File: src/hdl/hdc_pkg.sv
`default_nettype none

package hdc_pkg;

    localparam int TEMP_W = 16;
    localparam int PRESS_W = 12;
    localparam int DUTY_W = 7;
    localparam int CFG_IDX_W = 3;
    localparam int CFG_DATA_W = 16;

    localparam logic signed [16:0] DEADBAND = 17'sd32;
    localparam logic [DUTY_W-1:0] LEVEL_FULL = 7'd100;

    localparam logic signed [TEMP_W-1:0] PHASE_ONE_RST = 16'sd1280;
    localparam logic signed [TEMP_W-1:0] PHASE_TWO_RST = 16'sd1920;
    localparam logic [PRESS_W-1:0] PRESS_CRIT_RST = 12'd500;
    localparam logic [PRESS_W-1:0] PRESS_WARN_RST = 12'd460;
    localparam logic [15:0] RISE_LIMIT_RST = 16'd128;
    localparam logic [DUTY_W-1:0] RAMP_LIMIT_RST = 7'd10;
    localparam logic [DUTY_W-1:0] DUTY_MAX_RST = 7'd100;

    typedef enum logic [CFG_IDX_W-1:0] {
        CFG_PHASE_ONE  = 3'd0,
        CFG_PHASE_TWO  = 3'd1,
        CFG_PRESS_CRIT = 3'd2,
        CFG_PRESS_WARN = 3'd3,
        CFG_RISE_LIMIT = 3'd4,
        CFG_RAMP_LIMIT = 3'd5,
        CFG_DUTY_MAX   = 3'd6
    } t_cfg_index;

    typedef enum logic [1:0] {
        REASON_NORMAL   = 2'd0,
        REASON_DERATE   = 2'd1,
        REASON_CRITICAL = 2'd2,
        REASON_DISABLED = 2'd3
    } t_reason;

    typedef struct packed {
        logic signed [TEMP_W-1:0] phase_one_target;
        logic signed [TEMP_W-1:0] phase_two_target;
        logic [PRESS_W-1:0]       pressure_critical;
        logic [PRESS_W-1:0]       pressure_warning;
        logic [15:0]              rise_limit;
        logic [DUTY_W-1:0]        ramp_limit;
        logic [DUTY_W-1:0]        duty_max;
    } t_cfg;

    typedef struct packed {
        logic [DUTY_W-1:0] heater_duty;
        logic [DUTY_W-1:0] cooler_level;
        t_reason           reason;
    } t_result;

endpackage

`default_nettype wire

File: src/hdl/hdc_core.sv
`default_nettype none

module hdc_core
    import hdc_pkg::*;
(
    input  wire t_cfg                      i_cfg,
    input  wire logic signed [TEMP_W-1:0]  i_temperature,
    input  wire logic [PRESS_W-1:0]        i_pressure,
    input  wire logic                      i_phase_two,
    input  wire logic                      i_enabled,
    input  wire logic signed [TEMP_W-1:0]  i_prev_temperature,
    input  wire logic [DUTY_W-1:0]         i_prev_duty,
    output t_result                        o_result
);

    logic signed [TEMP_W-1:0] target;
    logic signed [16:0]       err;
    logic signed [18:0]       err_x;
    logic signed [18:0]       err3;
    logic signed [17:0]       neg;
    logic signed [17:0]       rise;
    logic signed [15:0]       prev;
    logic signed [15:0]       duty;
    logic signed [15:0]       diff_up;
    logic signed [15:0]       diff_dn;
    logic signed [15:0]       ramp;
    logic signed [15:0]       top;
    logic [14:0]              cool_raw;
    logic                     critical;

    always_comb begin
        target   = i_phase_two ? i_cfg.phase_two_target : i_cfg.phase_one_target;
        err      = {target[TEMP_W-1], target} - {i_temperature[TEMP_W-1], i_temperature};
        err_x    = {{2{err[16]}}, err};
        err3     = err_x + {err_x[17:0], 1'b0};
        neg      = -{err[16], err};
        cool_raw = neg[16:2];
        rise     = {{2{i_temperature[TEMP_W-1]}}, i_temperature}
                 - {{2{i_prev_temperature[TEMP_W-1]}}, i_prev_temperature};
        critical = (i_pressure >= i_cfg.pressure_critical) ||
                   ((i_pressure >= i_cfg.pressure_warning) &&
                    (rise >= $signed({2'b00, i_cfg.rise_limit})));

        prev = $signed({9'd0, i_prev_duty});
        ramp = $signed({9'd0, i_cfg.ramp_limit});
        top  = (i_cfg.duty_max > LEVEL_FULL) ? $signed({9'd0, LEVEL_FULL})
                                             : $signed({9'd0, i_cfg.duty_max});

        o_result.cooler_level = '0;
        o_result.reason       = REASON_NORMAL;
        duty                  = prev;

        if (critical) begin
            duty                  = '0;
            o_result.cooler_level = LEVEL_FULL;
            o_result.reason       = REASON_CRITICAL;
        end else begin
            if (i_enabled) begin
                if (err > DEADBAND) begin
                    duty = prev + $signed({3'd0, err3[17:5]});
                end else if (err < -DEADBAND) begin
                    duty = prev - $signed({2'd0, neg[16:3]});
                    o_result.cooler_level = (cool_raw > 15'(LEVEL_FULL)) ? LEVEL_FULL
                                                                         : cool_raw[6:0];
                end
                if (i_pressure > i_cfg.pressure_warning) begin
                    // halve, truncating toward zero
                    duty = (duty + $signed({15'd0, duty[15]})) >>> 1;
                    o_result.reason = REASON_DERATE;
                end
            end else begin
                duty            = '0;
                o_result.reason = REASON_DISABLED;
            end

            diff_up = duty - prev;
            diff_dn = prev - duty;
            if (diff_up > ramp) begin
                duty = prev + ramp;
            end else if (diff_dn > ramp) begin
                duty = prev - ramp;
            end
            if (duty > top) begin
                duty = top;
            end
            if (duty < 0) begin
                duty = '0;
            end
        end

        diff_up = duty - prev;
        diff_dn = prev - duty;
        o_result.heater_duty = duty[DUTY_W-1:0];
    end

endmodule

`default_nettype wire

File: src/hdl/heater_duty_controller_unit.sv
// Heater duty controller: one heater/cooler update per control tick.
//
// Input channel: i_in_valid / o_in_stall carry one tick beat (temperature in
// 1/16 degree, pressure, phase select, enable). Output channel: o_out_valid /
// i_out_stall carry one result beat (heater duty, cooler level, reason).
// A beat moves at a clock edge where valid is high and stall is low.
//
// Pipeline: a tick moves from the input register to the result register.
// Throughput: one tick per cycle while the receiver does not stall; the
// limit is the update of previous duty and temperature, which each tick
// reads and writes in the same cycle, as it moves into the result register.
//
// Configuration: i_cfg_we writes i_cfg_wdata to register i_cfg_index
// (0 phase one target .. 6 duty max); unused indexes are dropped. Write only
// while the block is idle.
//
// Reset (i_rst_n low, synchronous) restores register defaults, clears the
// previous duty and temperature, and empties both stages. When the receiver
// stalls, the result is held and one more tick may wait in the input
// register; after that o_in_stall rises.
`default_nettype none

module heater_duty_controller_unit
    import hdc_pkg::*;
(
    input  wire logic                     i_clk,
    input  wire logic                     i_rst_n,
    input  wire logic                     i_cfg_we,
    input  wire logic [CFG_IDX_W-1:0]     i_cfg_index,
    input  wire logic [CFG_DATA_W-1:0]    i_cfg_wdata,
    input  wire logic                     i_in_valid,
    output logic                          o_in_stall,
    input  wire logic signed [TEMP_W-1:0] i_temperature,
    input  wire logic [PRESS_W-1:0]       i_pressure,
    input  wire logic                     i_phase_two,
    input  wire logic                     i_enabled,
    output logic                          o_out_valid,
    input  wire logic                     i_out_stall,
    output logic [DUTY_W-1:0]             o_heater_duty,
    output logic [DUTY_W-1:0]             o_cooler_level,
    output logic [1:0]                    o_reason
);

    t_cfg                     r_cfg;
    logic                     r_in_vld;
    logic signed [TEMP_W-1:0] r_temperature;
    logic [PRESS_W-1:0]       r_pressure;
    logic                     r_phase_two;
    logic                     r_enabled;
    logic                     r_out_vld;
    t_result                  r_result;
    logic signed [TEMP_W-1:0] r_prev_temperature;
    logic [DUTY_W-1:0]        r_prev_duty;
    t_result                  n_result;
    logic                     advance;
    logic                     in_take;

    assign advance    = r_in_vld && (!r_out_vld || !i_out_stall);
    assign o_in_stall = r_in_vld && !advance;
    assign in_take    = i_in_valid && !o_in_stall;

    always_ff @(posedge i_clk) begin
        if (!i_rst_n) begin
            r_cfg.phase_one_target  <= PHASE_ONE_RST;
            r_cfg.phase_two_target  <= PHASE_TWO_RST;
            r_cfg.pressure_critical <= PRESS_CRIT_RST;
            r_cfg.pressure_warning  <= PRESS_WARN_RST;
            r_cfg.rise_limit        <= RISE_LIMIT_RST;
            r_cfg.ramp_limit        <= RAMP_LIMIT_RST;
            r_cfg.duty_max          <= DUTY_MAX_RST;
        end else if (i_cfg_we) begin
            unique case (t_cfg_index'(i_cfg_index))
                CFG_PHASE_ONE:  r_cfg.phase_one_target  <= $signed(i_cfg_wdata);
                CFG_PHASE_TWO:  r_cfg.phase_two_target  <= $signed(i_cfg_wdata);
                CFG_PRESS_CRIT: r_cfg.pressure_critical <= i_cfg_wdata[PRESS_W-1:0];
                CFG_PRESS_WARN: r_cfg.pressure_warning  <= i_cfg_wdata[PRESS_W-1:0];
                CFG_RISE_LIMIT: r_cfg.rise_limit        <= i_cfg_wdata;
                CFG_RAMP_LIMIT: r_cfg.ramp_limit        <= i_cfg_wdata[DUTY_W-1:0];
                CFG_DUTY_MAX:   r_cfg.duty_max          <= i_cfg_wdata[DUTY_W-1:0];
                default: begin
                end
            endcase
        end
    end

    always_ff @(posedge i_clk) begin
        if (!i_rst_n) begin
            r_in_vld           <= 1'b0;
            r_out_vld          <= 1'b0;
            r_prev_temperature <= '0;
            r_prev_duty        <= '0;
        end else begin
            if (in_take) begin
                r_in_vld <= 1'b1;
            end else if (advance) begin
                r_in_vld <= 1'b0;
            end
            if (advance) begin
                r_out_vld          <= 1'b1;
                r_prev_temperature <= r_temperature;
                r_prev_duty        <= n_result.heater_duty;
            end else if (!i_out_stall) begin
                r_out_vld <= 1'b0;
            end
        end
    end

    always_ff @(posedge i_clk) begin
        if (in_take) begin
            r_temperature <= i_temperature;
            r_pressure    <= i_pressure;
            r_phase_two   <= i_phase_two;
            r_enabled     <= i_enabled;
        end
        if (advance) begin
            r_result <= n_result;
        end
    end

    hdc_core u_core (
        .i_cfg              (r_cfg),
        .i_temperature      (r_temperature),
        .i_pressure         (r_pressure),
        .i_phase_two        (r_phase_two),
        .i_enabled          (r_enabled),
        .i_prev_temperature (r_prev_temperature),
        .i_prev_duty        (r_prev_duty),
        .o_result           (n_result)
    );

    assign o_out_valid    = r_out_vld;
    assign o_heater_duty  = r_result.heater_duty;
    assign o_cooler_level = r_result.cooler_level;
    assign o_reason       = r_result.reason;

endmodule

`default_nettype wire
File: config.mk
export PLATFORM = sky130hd
export DESIGN_NAME = heater_duty_controller_unit
export DESIGN_NICKNAME = d
export VERILOG_FILES = /design/src/hdl/hdc_pkg.sv /design/src/hdl/hdc_core.sv /design/src/hdl/heater_duty_controller_unit.sv
export SDC_FILE = /design/constraint.sdc
export NUM_CORES = 1
export LEC_CHECK = 0
export ABC_AREA = 1
export ABC_CLOCK_PERIOD_IN_PS = 13700
export CAP_MARGIN = 0
export CORE_ASPECT_RATIO = 1.1
export CORE_UTILIZATION = 65
export CTS_BUF_LIST = sky130_fd_sc_hd__clkbuf_8
export DETAILED_ROUTE_END_ITERATION = 16
export DONT_BUFFER_PORTS = 1
export PLACE_DENSITY = 0.81
export SYNTH_ARGS = -nofsm -noshare
export SYNTH_HDL_FRONTEND = slang
export SYNTH_SLANG_ARGS = --single-unit
File: constraint.sdc
create_clock -name i_clk -period 13.7 [get_ports i_clk]
set_input_delay 3.425 -clock i_clk [delete_from_list [all_inputs] [get_ports i_clk]]
set_output_delay 3.425 -clock i_clk [all_outputs]
set_load 0.005 [all_outputs]
# After elaboration in Yosys (flattened, before gate mapping)
# Index checks and enable logic that the tools add are counted.
[word_totals] reg_bits=157 out_inout_bits=18 elab_cells=99
[op_classes] addsub=11 magnitude_cmp=12 n_eq_ne=7 muxes=26 bitwise_logic=2 n_reduce_logical=21
[ops] cell="$mux W16" count=13
[ops] cell="$mux W7" count=7
[ops] cell="$sub A16 B16 Y17" count=2
[ops] cell="$gt A16 B8 Y1" count=2
[ops] cell="$ge A12 B12 Y1" count=2
[ops] cell="$add A17 B18 Y18" count=1
[ops] cell="$ge A18 B17 Y1" count=1
[ops] cell="$gt A17 B7 Y1 const B" count=1
[ops] cell="$lt A17 B6 Y1 const B" count=1
[ops] cell="$neg A17 Y17" count=1
[ops] cell="$add A16 B2 Y16" count=1
[ops] cell="$gt A16 B16 Y1" count=1
[ops] cell="$lt A16 B1 Y1 const B" count=1
[ops] cell="$sub A16 B8 Y16" count=1
[ops] cell="$sub A8 B16 Y16" count=1
[ops] cell="$gt A15 B7 Y1 const B" count=1
[ops] cell="$sub A7 B14 Y15" count=1
[ops] cell="$add A7 B13 Y14" count=1
[ops] cell="$reduce_and A2 Y1" count=7
[ops] cell="$gt A12 B12 Y1" count=1
[ops] cell="$eq A3 B3 Y1 const B" count=3
[ops] cell="$add A7 B7 Y8" count=1
[ops] cell="$sub A7 B7 Y8" count=1
[ops] cell="$gt A7 B7 Y1 const B" count=1
[ops] cell="12 further kinds" count=26

# Longest topological paths before layout
# Gate-level depths: netlist of run 1.
[depth] word_depth=23 mapped_depth=75

# Cells and area by module
# A second synthesis of run 1 with hierarchy kept.
[unflattened] cells_unflattened=2122 area_unflattened_um2=14391.3
[modules_own_cells] mod="hdc_core" n_inst=1 cells_per_inst=1487 area_each_um2=8775.9
[modules_own_cells] mod="heater_duty_controller_unit" n_inst=1 cells_per_inst=635 area_each_um2=5615.4

# Worst setup path after synthesis of run 1
# Ideal clock, no wire load.
[synth_timing] kind="register to register" startpoint="register r_phase_two" endpoint="register r_result (netlist bit o_heater_duty[6]), data pin" t_arrival_ns=8.645 setup_slack_ns=4.803 path_stages_with_launch=66 synth_period_minus_slack_ns=8.897 cell_sequence="edfxtp_1 -> clkbuf_1 -> mux2i_1 -> ha_1 -> fa_1 -> inv_1 -> nand3_1 -> nand2_1 -> xor2_1 -> inv_1 -> ha_1 -> nand2_1 -> nor2_1 -> nand2_1 -> nand2_1 -> ha_1 -> nand2_1 -> o21ai_0 -> (+30 left out) -> nand2_4 -> buf_6 -> nor2_1 -> a31oi_1 -> inv_1 -> ha_1 -> inv_1 -> o21bai_1 -> nand3_1 -> a21o_1 -> a21boi_0 -> o32ai_1 -> nand2_1 -> inv_1 -> nand3_4 -> nand3_1 -> nand3_1 -> inv_1"
[synth_rtl] item="start, declared" line="heater_duty_controller_unit.sv:48" source="logic r_phase_two;"
[synth_rtl] item="start signal, assigned" line="heater_duty_controller_unit.sv:112" source="r_phase_two <= i_phase_two;"
[synth_rtl] item="end signal, assigned" line="heater_duty_controller_unit.sv:116" source="r_result <= n_result;"
[synth_rtl] item="end, declared" line="heater_duty_controller_unit.sv:51" source="t_result r_result;"

==> results of run 1 <==
-- state kept, by name (all words and copies together), names as in the netlist --
| signal | count |
|---|---|
| r_cfg | 86 |
| r_prev_temperature | 16 |
| r_temperature | 16 |
| r_pressure | 12 |
| o_cooler_level | 7 |
| o_heater_duty | 7 |
| r_prev_duty | 7 |
| o_reason | 2 |
| o_out_valid | 1 |
| r_enabled | 1 |
| r_in_vld | 1 |
| r_phase_two | 1 |
-- synth_stat cells, drive strengths merged --
cell type	n
nand2	469
inv	330
nor2	194
a21oi	173
ha	162
o21ai	161
nand3	147
dfxtp	111
edfxtp	46
xor2	46
clkbuf	34
nand4	31
o211ai	19
o21bai	15
xnor2	13
nor3	11
fa	8
nand3b	7
a211oi	6
buf	5
a21o	4
a21boi	3
clkinv	3
o22ai	3
or2	3
o21a	2
o41ai	2
a221o	1
a221oi	1
a31oi	1
and2	1
and3	1
mux2i	1
nor4	1
nor4b	1
o221a	1
o221ai	1
o32ai	1
-- routing by layer --
layer | global-route usage | wire, µm
met3 | 0.0433 | 1930
met5 | 0 | 0
met4 | 0.152 | 1280
met2 | 0.601 | 17500
met1 | 0.407 | 15000
-- worst max-delay path by stage --
stage / cells past startpoint / to / slack [ns] / start
finish: 63 / o_heater_duty[4]$_DFFE_PP_ / 2.87 / r_phase_two$_DFFE_PP_
global placement: 63 / o_heater_duty[6]$_DFFE_PP_ / 3.29 / r_phase_two$_DFFE_PP_
floorplan: 65 / o_heater_duty[6]$_DFFE_PP_ / 4.80 / r_phase_two$_DFFE_PP_
detailed placement: 63 / o_heater_duty[6]$_DFFE_PP_ / 3.07 / r_phase_two$_DFFE_PP_
global route: 63 / o_heater_duty[0]$_DFFE_PP_ / 1.85 / r_phase_two$_DFFE_PP_
CTS: 63 / o_heater_duty[0]$_DFFE_PP_ / 3.01 / r_phase_two$_DFFE_PP_
-- worst max-delay path, delay by kind of cell, from the launching register on --
kind | cells | cell delay (ns)
AND/OR/NAND/NOR | 29 | 3.15
adder cells (fa/ha/maj) | 8 | 2.66
AO/OA/AOI/OAI | 13 | 2.62
flip-flops | 1 | 0.91
buffers and inverters | 11 | 0.74
XOR/XNOR | 2 | 0.52
-- through the flow --
stage	total power, mW	worst slack [ns]	instance area, µm²	cells	utilization
global placement	1.68	3.29	13900	2239	0.673
finish	2.07	2.87	14300	2271	0.692
CTS	2.06	3.01	14300	2271	0.692
detailed placement	1.71	3.07	13900	2239	0.673
global route	2.25	1.85	14300	2271	0.692
floorplan	1.47	4.80	13700	2019	-
-- cell usage in the layout (no fill, tap or decap), types with 3 or more instances in the layout --
master | synthesis | routed
a211oi_1 | 6 | 6
a21boi_0 | 3 | 3
a21o_1 | 4 | 4
a21oi_1 | 171 | 170
buf_4 | 0 | 3
clkbuf_8 | 0 | 17
clkinv_1 | 3 | 3
clkinv_8 | 0 | 4
dfxtp_1 | 111 | 111
edfxtp_1 | 46 | 46
fa_1 | 8 | 8
ha_1 | 162 | 162
inv_1 | 321 | 322
inv_2 | 8 | 8
inv_6 | 0 | 4
nand2_1 | 439 | 439
nand2_2 | 23 | 23
nand2_4 | 7 | 7
nand3_1 | 140 | 140
nand3_2 | 4 | 4
nand3_4 | 3 | 3
nand3b_1 | 7 | 7
nand4_1 | 31 | 31
nor2_1 | 173 | 173
nor2_2 | 17 | 17
nor2_4 | 4 | 4
nor3_1 | 11 | 11
o211ai_1 | 19 | 19
o21ai_0 | 156 | 156
o21ai_1 | 4 | 4
o21bai_1 | 14 | 14
o22ai_1 | 3 | 3
or2_2 | 3 | 3
xnor2_1 | 12 | 12
xor2_1 | 45 | 45
-- final cells by class --
cell class / count / area [µm²]
clock inverters: 15 / 165
flip-flops and latches: 157 / 3600
inverters: 333 / 1250
repair buffers: 3 / 22.5
fillers: 1865 / 6350
multi-input cells: 1490 / 8700
clock buffers: 17 / 234
well taps: 256 / 320
-- kinds of logic after synthesis --
logic type               synth area share
XOR/XNOR                           0.0388
AND/OR/NAND/NOR                     0.278
buffers and inverters               0.104
AO/OA/AOI/OAI                       0.156
flip-flops                          0.263
multiplexers                     0.000730
adder cells (fa/ha/maj)             0.159
-- power groups by stage --
stage,Combinational (mW),Clock [mW],Sequential [mW]
6_report,1.19,0.351,0.529
5_1_grt,1.35,0.370,0.532
4_1_cts,1.18,0.353,0.529
3_5_place_dp,1.17,0,0.540
3_3_place_gp,1.14,0,0.540
2_1_floorplan,0.943,0,0.529
==> impl_metrics.csv, run 1 <==
group,metric,value,unit
clock_tree,clock_latency,0.48,ns
finish,antennaDiodeCount,0,
pwr,p_sw_frac,0.487,
route,dr_total_vias,12967,
critical_path,reg2reg_to,"o_heater_duty[4]$_DFFE_PP_",
sta,rsz0062_at_grt,"false",
min_path,worstHoldStart,"r_cfg[79]$_SDFFE_PN0P_",
sta,slew_headroom,0.289,
global_routing,antenna_found_initial,0,
route,first_pass_iters,6,
critical_path,worst_path_max_delay_cell,"edfxtp_1",
clock_tree,clk_pin_slew_worst_paths,0.11,ns
route,wirelength,35.7,mm
yosys,syn_avg_cell_area,6.80,µm²
sta,drv_slew,0,
yosys,yosys_register_bits,157,
floorplanning,rows,55,
yosys,synth_cell_types,53,
pwr,clkPwrFrac,0.169,
sta,fin_crit_sh,0.791,
floorplanning,io_pins,72,
finish,final_nets,2226,
yosys,ys_warn_count,0,
critical_path,endpoint_kind,"register",
yosys,synth_top_cell_by_area,"dfxtp_1",
sta,setup_viol,0,
pwr,switchingPower,1.01,mW
route,drtIter0Drc,920,
yosys,syn-num-nets,2243,
sta,hold_ws,0.453,ns
placed_design,gp_congestion,0.967,
global_routing,grt_max_degree,106,
pwr,pwr-share-seq,0.256,
sta,finalCriticalPeriod,10.83,ns
yosys,synth_top_area_frac,0.162,
global_routing,grt_usage,0.338,
critical_path,r2r_start,"r_phase_two$_DFFE_PP_",
global_routing,grt-ovfl-total,0,
clock_tree,numCtsBuffers,17,
sta,fin_setup_tns,0,ns
flow_run,cap_violations,0,
clock_tree,cts_resized,0,
placed_design,hpwlAfterDp,28.3,mm
floorplanning,initial_core_util,0.665,
route,vias_per_cell,5.71,
critical_path,worst_setup_path_start_kind,"register",
yosys,netlist_area,13700,µm²
floorplanning,core-area,20600,µm²
floorplanning,die-area,21700,µm²
finish,layout-drive-gt1-share,0.0556,
route,wl_per_cell,15.7,µm
yosys,yosys-top-cells-area,"dfxtp_1 (16%), ha_1 (15%), nand2_1 (12%), edfxtp_1 (10%), inv_1 (8.8%)",
run_status,status,"complete, no violations",
yosys,synthesis.instances,2019,
sta,hold_violations,0,
finish,syn_to_final_growth,4.20,%
critical_path,rr_worst_depth,63,
pwr,powerDensity,145,nW/µm²
critical_path,worstPathMaxFanout,31,
min_path,worst_hold_path_type,"reg -> reg",
sta,fmax,0.0923,GHz
clock_tree,clockBufferDepth,2,
critical_path,critPathKind,"reg -> reg",
critical_path,cp_slowest_stage_delay,0.91,ns
placed_design,port_buffers,0,
floorplanning,die_h,154,µm
clock_tree,cts.sinks,157,
global_routing,grt_pass1_wl,58.3,mm
clock_tree,post_cts_buffers,0,
global_routing,grt_pass1_vias,12134,
critical_path,crit_path_frequent_cell,"nand2_1",
min_path,hold_end,"r_cfg[79]$_SDFFE_PN0P_",
pwr,vdd_drop_max,79.2,µV
critical_path,crit_arrival,11.08,ns
sta,max_slew.worst_pin.slew,1.05,ns
pwr,combPwrFrac,0.575,
sta,finClkSkew,0.0183,ns
route,drtAntennaViolNets,0,
clock_tree,hold_buffers,0,
floorplanning,die_w,141,µm
pwr,intPower,1.06,mW
clock_tree,cts_tree,"yes",
critical_path,r2r_slack,2.87,ns
pwr,leakagePower,7.17,nW
min_path,min_path_cells,2,
route,drc,0,
clock_tree,cts.htree.levels,4,
clock_tree,cts_root_buf,"clkbuf_8",
critical_path,required,13.95,ns
yosys,yosysSeqAreaShare,0.263,
Power figures use the tool's default switching activity.
==> inputs of run 2 (changes only) <==
--- a/config.mk
+++ b/config.mk
@@ -5,15 +5,15 @@
 export SDC_FILE = /design/constraint.sdc
 export NUM_CORES = 1
 export LEC_CHECK = 0
-export ABC_AREA = 1
-export ABC_CLOCK_PERIOD_IN_PS = 13700
+export ABC_AREA = 0
+export ABC_CLOCK_PERIOD_IN_PS = 9000
 export CAP_MARGIN = 0
 export CORE_ASPECT_RATIO = 1.1
-export CORE_UTILIZATION = 65
+export CORE_UTILIZATION = 61
 export CTS_BUF_LIST = sky130_fd_sc_hd__clkbuf_8
 export DETAILED_ROUTE_END_ITERATION = 16
 export DONT_BUFFER_PORTS = 1
-export PLACE_DENSITY = 0.81
+export PLACE_DENSITY = 0.8
 export SYNTH_ARGS = -nofsm -noshare
 export SYNTH_HDL_FRONTEND = slang
 export SYNTH_SLANG_ARGS = --single-unit
==> constraint.sdc (replaced) <==
create_clock -name i_clk -period 9 [get_ports i_clk]
set_input_delay 2.25 -clock i_clk [delete_from_list [all_inputs] [get_ports i_clk]]
set_output_delay 2.25 -clock i_clk [all_outputs]
set_load 0.005 [all_outputs]
==> run 2 against run 1 <==
Compared with the run above: combinational power rose by 97%; critical path type unchanged; utilization rose by 11 points; highest routed layer unchanged; synthesized area grew 0.89%; critical path depth decreased by 7; the flow now finishes with violations (negative setup slack).
==> impl_metrics.csv, run 2 <==
group,metric,value,unit
critical_path,worst_setup_path_start_kind,"register",
sta,fin_ws,-1.56,ns
finish,design_area,17800,µm²
sta,fin_setup_tns,-20.49,ns
pwr,finalPower,3.66,mW
min_path,worst_hold_path_type,"reg -> reg",
critical_path,crit_cells,56,
finish,final_util,0.802,
sta,max_slew.worst_pin.slew,1.16,ns
clock_tree,numCtsBuffers,17,
floorplanning,die_w,146,µm
route,wirelength,46.7,mm
route,first_pass_iters,6,
placed_design,gp_congestion,0.957,
yosys,ys_warn_count,0,
yosys,synth_top_area_frac,0.161,
placed_design,hpwlAfterDp,33.2,mm
yosys,syn_avg_cell_area,8.01,µm²
critical_path,cp.buffers_inverters,6,
sta,setup_viol,14,
route,drc,0,
finish,layout-drive-gt1-share,0.264,
yosys,ys_top_cells_by_count,"nand2_1 (282), ha_1 (162), inv_1 (160)",
placed_design,port_buffers,0,
yosys,synth-edff-count,46,
global_routing,grt_pass1_vias,14356,
critical_path,crit_path_frequent_cell,"a21oi_2",
floorplanning,die-area,23300,µm²
finish,regMostFlops,"r_cfg",
route,wl_per_cell,19.7,µm
clock_tree,clk_pin_slew_worst_paths,0.11,ns
global_routing,antenna_found_initial,1,
finish,final_common_cell,"buf_4",
flow_run,cap_violations,0,
global_routing,grt_pass1_wl,71.2,mm
floorplanning,rows,57,
clock_tree,clockBufferDepth,2,
yosys,synth_top_cell_by_area,"dfxtp_1",
global_routing,grt-ovfl-total,0,
run_status,violations,"negative setup slack",
sta,fmax,0.0947,GHz
sta,fin_crit_sh,1.17,
clock_tree,cts.htree.levels,4,
finish,top_regs,"r_cfg: 86 flops, r_prev_temperature: 16 flops, r_temperature: 16 flops",
floorplanning,die_h,160,µm
floorplanning,initial_core_util,0.624,
placed_design,postPlaceCellArea,16700,µm²
clock_tree,clock_latency,0.48,ns
yosys,yosys_register_bits,157,
critical_path,worstPathMaxFanout,5,
critical_path,crit_end,"r_prev_duty[0]$_SDFFE_PN0P_",
global_routing,grt_max_degree,108,
clock_tree,cts.sinks,157,
route,drtIter0Drc,1144,
yosys,netlist_area,13800,µm²
critical_path,endpoint_kind,"register",
pwr,powerDensity,206,nW/µm²
route,drtAntennaViolNets,0,
global_routing,grt_usage,0.384,
critical_path,reg2reg_to,"r_prev_duty[0]$_SDFFE_PN0P_",
critical_path,r2r_slack,-1.56,ns
critical_path,cp_slowest_stage_delay,0.43,ns
sta,slew_headroom,0.223,
sta,rsz0062_at_grt,"true",
yosys,synthesis.instances,1728,
yosys,async_reset_ff_frac,0,
sta,finalCriticalPeriod,10.56,ns
critical_path,crit_arrival,10.96,ns
min_path,worstHoldStart,"r_cfg[75]$_SDFFE_PN0P_",
critical_path,r2r_start,"r_phase_two$_DFFE_PP_",
yosys,yosys-top-cells-area,"dfxtp_1 (16%), ha_1 (15%), edfxtp_1 (10%), nand2_1 (7.6%), a21boi_0 (4.4%)",
finish,layoutNonFillerInstCount,2370,
sta,finClkSkew,0.0210,ns
critical_path,critPathKind,"reg -> reg",
pwr,vdd_drop_max,115,µV
route,vias_per_cell,6.18,
run_status,status,"finished with violations",
critical_path,critPathTopFamily,"compound AO/OA/AOI/OAI gates",
finish,final_nets,2284,
sta,hold_ws,0.467,ns
finish,layout_common_cells,"buf_4 (358), nand2_1 (279), inv_1 (159)",
yosys,synth-main-ff-cell,"dfxtp_1",
critical_path,worst_path_max_delay_cell,"edfxtp_1",
sta,drv_slew,0,
yosys,yosysSeqAreaShare,0.260,
clock_tree,cts_tree,"yes",
critical_path,required,9.40,ns
pwr,leakagePower,7.72,nW
route,dr_total_vias,14650,
yosys,syn-num-nets,1952,
clock_tree,cts_root_buf,"clkbuf_8",
critical_path,rr_worst_depth,56,
floorplanning,core-area,22200,µm²
finish,syn_to_final_growth,28.5,%
finish,largest_reg_flops,86,
floorplanning,io_pins,72,
yosys,yosysMostFrequentCell,"nand2_1",
placed_design,place_inst,2304,
placed_design,place_ws,-1.50,ns
critical_path,startpoint,"r_phase_two$_DFFE_PP_",
sta,hold_violations,0,
yosys,synth_cell_types,97,
[run 2: cell count changes after synthesis, moves of 26 or more]
cell,change
a21boi_0,+79
a21o_1,+30
a21oi_1,-76
inv_1,-161
nand2_1,-157
nand2b_1,+29
nand3_1,-99
nor2_1,-77
nor2b_1,+26
o21ai_0,-104
xnor2_1,+43
[run 2: kinds of logic after synthesis]
group,Yosys count,share of synthesized area
buffers and inverters,215,0.0594
DFF,157,0.260
AOI/OAI and AO/OA,464,0.237
muxes,30,0.0235
adders and majority gates,171,0.159
xor gates and xnor gates,77,0.0503
and+or+nand+nor,614,0.210
[run 2: per-layer routing]
layer | GRT usage | part of all wire | vias to the layer above
li1 | - | - | 6798
met1 | 0.443 | 0.38 | 6895
met2 | 0.677 | 0.49 | 735
met3 | 0.0600 | 0.072 | 222
met4 | 0.216 | 0.060 | 0
met5 | 0 | 0 | -
[run 2: report_power, final]
part | internal [mW] | switching [mW] | leakage (nW)
logic | 1.14 | 1.20 | 6.19
clock network | 0.228 | 0.308 | 0.195
registers | 0.762 | 0.0255 | 1.34
[run 2: worst min path at each step]
stage	endpoint	slack [ns]	cells after the start
floorplan	r_cfg[61]$_SDFFE_PN1P_	0.44	2
global placement	r_cfg[68]$_SDFFE_PN0P_	0.45	2
detailed placement	r_cfg[75]$_SDFFE_PN0P_	0.46	2
CTS	r_cfg[75]$_SDFFE_PN0P_	0.47	2
global route	r_cfg[75]$_SDFFE_PN0P_	0.49	2
finish	r_cfg[75]$_SDFFE_PN0P_	0.47	2
[run 2: final cells by class]
| type | instances | area (µm²) |
|---|---|---|
| clock inverters | 15 | 153 |
| fillers | 1410 | 4390 |
| well taps | 295 | 369 |
| multi-input cells | 1358 | 10100 |
| flip-flops and latches | 157 | 3600 |
| inverters | 163 | 612 |
| repair buffers | 363 | 2740 |
| diodes | 2 | 5.00 |
| clock buffers | 17 | 234 |
[run 2: what timing repair did]
item                       CTS  global route
hold buffers                 0             0
resized for setup           40            60
gates cloned                 1             1
setup buffers               16            14
setup endpoints to repair   14            14
pin swaps                   19            26
[run 2: worst min-delay path, cell delays in order, from the launching register on]
cell and delay, ns:
dfxtp_1 0.32, nand2_1 0.04, a21boi_0 0.06
